<file path="src/hw/rtl/mncc_pkg.sv">
// Shared types and constants of the multi-node charge counter.
// Used by every RTL file of the block; depends on nothing.
`default_nettype none
package mncc_pkg;

	// table geometry
	localparam int NODES  = 64;
	localparam int NODE_W = $clog2(NODES);

	// field widths
	localparam int CHG_W  = 48;
	localparam int TIME_W = 40;
	localparam int CUR_W  = 20;
	localparam int DUR_W  = 24;
	localparam int FRAC_W = 17;
	localparam int CAP_W  = 16;
	localparam int VOLT_W = 16;
	localparam int LVL_W  = 17;
	localparam int NRG_W  = 44;
	localparam int OPC_W  = 3;
	localparam int CFGI_W = 3;

	// serial divider geometry
	localparam int DIVD_W    = 65;
	localparam int DIVS_W    = 48;
	localparam int DIV_STEPS = DIVD_W;
	localparam int DCNT_W    = $clog2(DIV_STEPS);

	// energy divide: 2000000 = 128 * 15625, long division in 12-bit digits
	localparam int NRG_SHIFT = 7;
	localparam int NDIG_W    = 12;
	localparam int NDIGITS   = 5;
	localparam int NY_W      = NDIG_W * NDIGITS;
	localparam int RCP_SH    = 40;
	localparam logic [13:0] ENERGY_K   = 14'd15625;
	// ceil(2^40 / 15625), exact for a 26-bit partial dividend
	localparam logic [26:0] ENERGY_RCP = 27'd70368745;

	// 1 mAh = 3600000000 uA*ms = 3515625 * 1024
	localparam logic [21:0]       UAMS_K     = 22'd3515625;
	localparam logic [LVL_W-1:0]  LEVEL_ONE  = 17'd65536;

	// opcodes
	localparam logic [OPC_W-1:0] OP_REGISTER = 3'd0;
	localparam logic [OPC_W-1:0] OP_SET_FRAC = 3'd1;
	localparam logic [OPC_W-1:0] OP_TRANSMIT = 3'd2;
	localparam logic [OPC_W-1:0] OP_RECEIVE  = 3'd3;
	localparam logic [OPC_W-1:0] OP_CAD      = 3'd4;

	// configuration register indexes
	localparam logic [CFGI_W-1:0] CFG_CAPACITY = 3'd0;
	localparam logic [CFGI_W-1:0] CFG_TX_CUR   = 3'd1;
	localparam logic [CFGI_W-1:0] CFG_RX_CUR   = 3'd2;
	localparam logic [CFGI_W-1:0] CFG_CAD_CUR  = 3'd3;
	localparam logic [CFGI_W-1:0] CFG_IDLE_CUR = 3'd4;
	localparam logic [CFGI_W-1:0] CFG_VLOW     = 3'd5;
	localparam logic [CFGI_W-1:0] CFG_VHIGH    = 3'd6;

	// controller states
	typedef enum logic [3:0] {
		S_IDLE, S_READ, S_PREP, S_DR_LO, S_DR_HI, S_APPLY, S_ACT, S_WRITE,
		S_SUM, S_DSTART, S_DWAIT, S_LVL, S_VOLT, S_OUT
	} state_t;

	// controller to datapath commands
	typedef struct packed {
		logic capture;
		logic read;
		logic prep;
		logic drain_lo;
		logic drain_hi;
		logic apply;
		logic act;
		logic write;
		logic esum;
		logic div_start;
		logic lvl;
		logic volt;
		logic out_load;
	} cmd_t;

	// datapath to controller status
	typedef struct packed {
		logic div_done;
		logic out_busy;
	} sts_t;

endpackage
`default_nettype wire

</file>
<file path="src/hw/rtl/mncc_ctrl.sv">
// Sequencing state machine of the charge counter.
// Depends on mncc_pkg.
`default_nettype none
module mncc_ctrl (
	input  wire logic          clk,
	input  wire logic          arst_n,
	input  wire logic          in_valid,
	output logic               in_ready,
	input  wire mncc_pkg::sts_t sts,
	output mncc_pkg::cmd_t     cmd
);
	import mncc_pkg::*;

	state_t state_q;
	state_t state_d;

	always_ff @(posedge clk or negedge arst_n) begin
		if (!arst_n) begin
			state_q <= S_IDLE;
		end else begin
			state_q <= state_d;
		end
	end

	// next state
	always_comb begin
		state_d = state_q;
		case (state_q)
			S_IDLE:   if (in_valid) state_d = S_READ;
			S_READ:   state_d = S_PREP;
			S_PREP:   state_d = S_DR_LO;
			S_DR_LO:  state_d = S_DR_HI;
			S_DR_HI:  state_d = S_APPLY;
			S_APPLY:  state_d = S_ACT;
			S_ACT:    state_d = S_WRITE;
			S_WRITE:  state_d = S_SUM;
			S_SUM:    state_d = S_DSTART;
			S_DSTART: state_d = S_DWAIT;
			S_DWAIT:  if (sts.div_done) state_d = S_LVL;
			S_LVL:    state_d = S_VOLT;
			S_VOLT:   state_d = S_OUT;
			S_OUT:    if (!sts.out_busy) state_d = S_IDLE;
			default:  state_d = S_IDLE;
		endcase
	end

	// commands
	always_comb begin
		cmd      = '0;
		in_ready = 1'b0;
		case (state_q)
			S_IDLE: begin
				in_ready    = 1'b1;
				cmd.capture = in_valid;
			end
			S_READ:   cmd.read      = 1'b1;
			S_PREP:   cmd.prep      = 1'b1;
			S_DR_LO:  cmd.drain_lo  = 1'b1;
			S_DR_HI:  cmd.drain_hi  = 1'b1;
			S_APPLY:  cmd.apply     = 1'b1;
			S_ACT:    cmd.act       = 1'b1;
			S_WRITE:  cmd.write     = 1'b1;
			S_SUM:    cmd.esum      = 1'b1;
			S_DSTART: cmd.div_start = 1'b1;
			S_DWAIT:  cmd           = '0;
			S_LVL:    cmd.lvl       = 1'b1;
			S_VOLT:   cmd.volt      = 1'b1;
			S_OUT:    cmd.out_load  = !sts.out_busy;
			default:  cmd           = '0;
		endcase
	end

endmodule
`default_nettype wire

</file>
<file path="config.mk">
export PLATFORM = sky130hd
export DESIGN_NAME = mncc_ctrl
export DESIGN_NICKNAME = d
export VERILOG_FILES = /design/src/hw/rtl/mncc_pkg.sv /design/src/hw/rtl/mncc_ctrl.sv
export SDC_FILE = /design/constraint.sdc
export NUM_CORES = 1
export LEC_CHECK = 0
export ABC_AREA = 1
export BUFFER_PORTS_ARGS = -buffer_cell sky130_fd_sc_hd__buf_4
export CAP_MARGIN = 5
export CORE_AREA = 2 2 39 41
export CTS_CLUSTER_DIAMETER = 150
export DETAILED_ROUTE_END_ITERATION = 10
export DIE_AREA = 0 0 41 43
export GPL_ROUTABILITY_DRIVEN = 0
export PLACE_DENSITY = 0.58
export RECOVER_POWER = 100
export SLEW_MARGIN = 20
export SYNTH_ARGS = -nofsm -noshare
export SYNTH_HDL_FRONTEND = slang
export SYNTH_SLANG_ARGS = --single-unit
export TNS_END_PERCENT = 30
</file>
<file path="constraint.sdc">
create_clock -name clk -period 1.3 [get_ports clk]
set_clock_uncertainty 0.1 [all_clocks]
set_input_delay 0.26 -clock clk [delete_from_list [all_inputs] [get_ports clk]]
set_output_delay 0.26 -clock clk [all_outputs]
set_load 0.05 [all_outputs]
</file>
==> run metrics <==
Final Max Slew Viols=0; Ys Warns=0; # clock sinks=4; register area=105 sq um; vias in the first global route=477; leakage power=0.411 nW; EDFF count, synth=0; Detailed Route WL=1200 um; share of layout cells above drive strength 1=69.9%; share of the synthesized area in the top cell type=29.0%; top post-synthesis cells by area=dfrtp_1 29%, nor2_1 18%, inv_1 12%, nand2_1 11%, nand3_1 4.3%; Max stage delay on crit path=0.46 ns; Die Area=1760 sq um; Worst Hold Class=in -> reg; CP cell instances=nor2_4 > inv_6 > nor3_4 > buf_6; Placed Cells=100; Core ar.=1380 sq um; relative slew slack=86.7%; Top FF cell, synth=dfrtp_1; WS Path Type=reg -> out; TritonCTS Buffers=3; Hold WS=0.285 ns; status=complete, but fails checks; Vias/cell=4.41; flops & latches, synth=4; Worst path slowest cell=dfrtp_2; fin crit share=123%; sequential fraction of the synthesis area=29.0%; Worst setup EP type=output pin; fmax=626 MHz; Die Wd=41 um; number of fillers in the final layout=127; total grt overflow=0; Total GRT Usage=16.8%; worst vdd ir=1310 uV; antenna viol nets, final=0; Mapped Avg Cell Area=5.95 sq um; Worst-Margin Slew=0.200 ns; number of flip-flops in the largest register=4; count leader, synth=nor2_1; Final nets=100; Buf/Inv on CP=2; Worst Setup SP=state_q[3]$_DFFE_PN0P_; Yosys cell types=15; async set-reset flop share out of synthesis=100%; DRC viols=0; later-pin clock latency in the skew report=0.22 ns; Final Hold Viols=0; CTS Root Cell=clkbuf_4; ANT cells=0; # H-tree levels=1; initial antenna violation count=0; clock tree buffer depth=2; Syn-to-layout area delta=140%; Synth Instances=58; footprint of the multi-input gates=314 sq um; wire per inst=11.0 um; Hold Startpoint=sts[0]; setup ws final=-0.297 ns; placed inst area=644 sq um; biggest regs=state_q x4; Core Rows=14; CTS tree=yes; IO Port Bufs=18; Max FO, Critical Path=6; syn_nets=63; violations in the final reports=negative setup slack; post-synth top area cell=dfrtp_1; Clock transition at path regs=0.04 ns; initial DRC count=0; drt pass-1 iters=1; Power Dens Cells=2880 nW/um^2; setup TNS=-3.53 ns; I/O pin count=19; Setup-failing EPs final=15; top cells by count, synth=17 x nor2_1, 11 x inv_1, 10 x nand2_1; Crit path max-delay family=flip-flops; first-pass GRT wire length=2040 um; WP data arrival=1.24 ns; pin count of the biggest net entering global routing=7; worst reg2reg path startpoint=state_q[3]$_DFFE_PN0P_; min cycle time layout=1.60 ns; required time of the critical path=0.94 ns; post-route cell area=828 sq um; Worst Setup Start Kind=register; Final Non-Filler Cells=109; post-DP HPWL=858 um; Starting Density=25.0%; Syn Std Cell Area=345 sq um; DR vias=481; Biggest register=state_q; Power Total=2.39 mW; RSZ-0062 raised after global routing=true; Max Cap Viol=0; die height=43 um
## per-layer routing
metal | vias up | part of all wire [%] | global-route usage, %
li1 | 251 | - | -
met1 | 226 | 41 | 21.1
met2 | 4 | 57 | 28.1
met3 | 0 | 1.6 | 3.14
met4 | 0 | 0 | 4.00
met5 | - | 0 | 0
## tightest hold or removal path, stage by stage
cell and delay, ns:
buf_4 0.10, nand3_2 0.10, nand4_1 0.10
## placed cells by master (no fill, tap or decap), drive strengths merged
cell         Yosys  final
clkbuf           0      4
nand4            2      2
a31oi            1      1
a22oi            1      1
nor2            19     19
inv             12     12
nand2           11     11
nor3             2      2
o21a             1      1
dfrtp            4      4
dlygate4sd3      0      1
buf              1     31
nand3            4      4
## area by class of cell
type / instances / share of cell area, %
Clock buffer: 3 / 2.72
Timing Repair Buffer: 33 / 37.9
Tap cell: 16 / 2.42
Sequential cell: 4 / 12.7
Multi-Input combinational cell: 41 / 37.9
Inverter: 12 / 6.34
## kinds of logic (layout without fill, tap and decap cells)
| family | after synthesis | in the layout | synth area share [%] |
|---|---|---|---|
| simple gates | 38 | 38 | 48.6 |
| buf+inv | 13 | 48 | 16.3 |
| flops | 4 | 4 | 29.0 |
| compound gates | 3 | 3 | 6.16 |
## report_power, final
| group | leakage (nW) | switching, mW | internal [mW] |
|---|---|---|---|
| Sequential | 0.0442 | 0.146 | 0.203 |
| Clock | 0.0138 | 0.0439 | 0.103 |
| Combinational | 0.353 | 1.13 | 0.765 |
## what timing repair did
item / CTS / global route
pin swaps: 7 / 2
gates resized for setup: 32 / 6
hold buffers: 1 / 0
endpoints found under the setup margin: 17 / 17
setup buffers: 4 / 1
hold endpoints to repair: 4 / 0
## per-stage QoR
step / utilization, % / worst slack [ns]
4_1_cts: 58.0 / -0.296
5_1_grt: 59.9 / -0.356
3_5_place_dp: 46.6 / -0.170
6_report: 59.9 / -0.297
2_1_floorplan: - / -0.208
3_3_place_gp: 46.6 / -0.171
## path summary, 6_finish.rpt
path | end | slack, ns | cells after the start
setup reg to reg | state_q[3]$_DFFE_PN0P_ | -0.02 | 6
setup / recovery | cmd[12] | -0.30 | 4
hold / removal | state_q[2]$_DFFE_PN0P_ | 0.28 | 3
hold reg to reg | state_q[0]$_DFFE_PN0P_ | 0.57 | 3
max in group asynchronous | state_q[2]$_DFFE_PN0P_ | 0.62 | 2
min in group asynchronous | state_q[1]$_DFFE_PN0P_ | 0.29 | 2
Power figures use the tool's default switching activity.
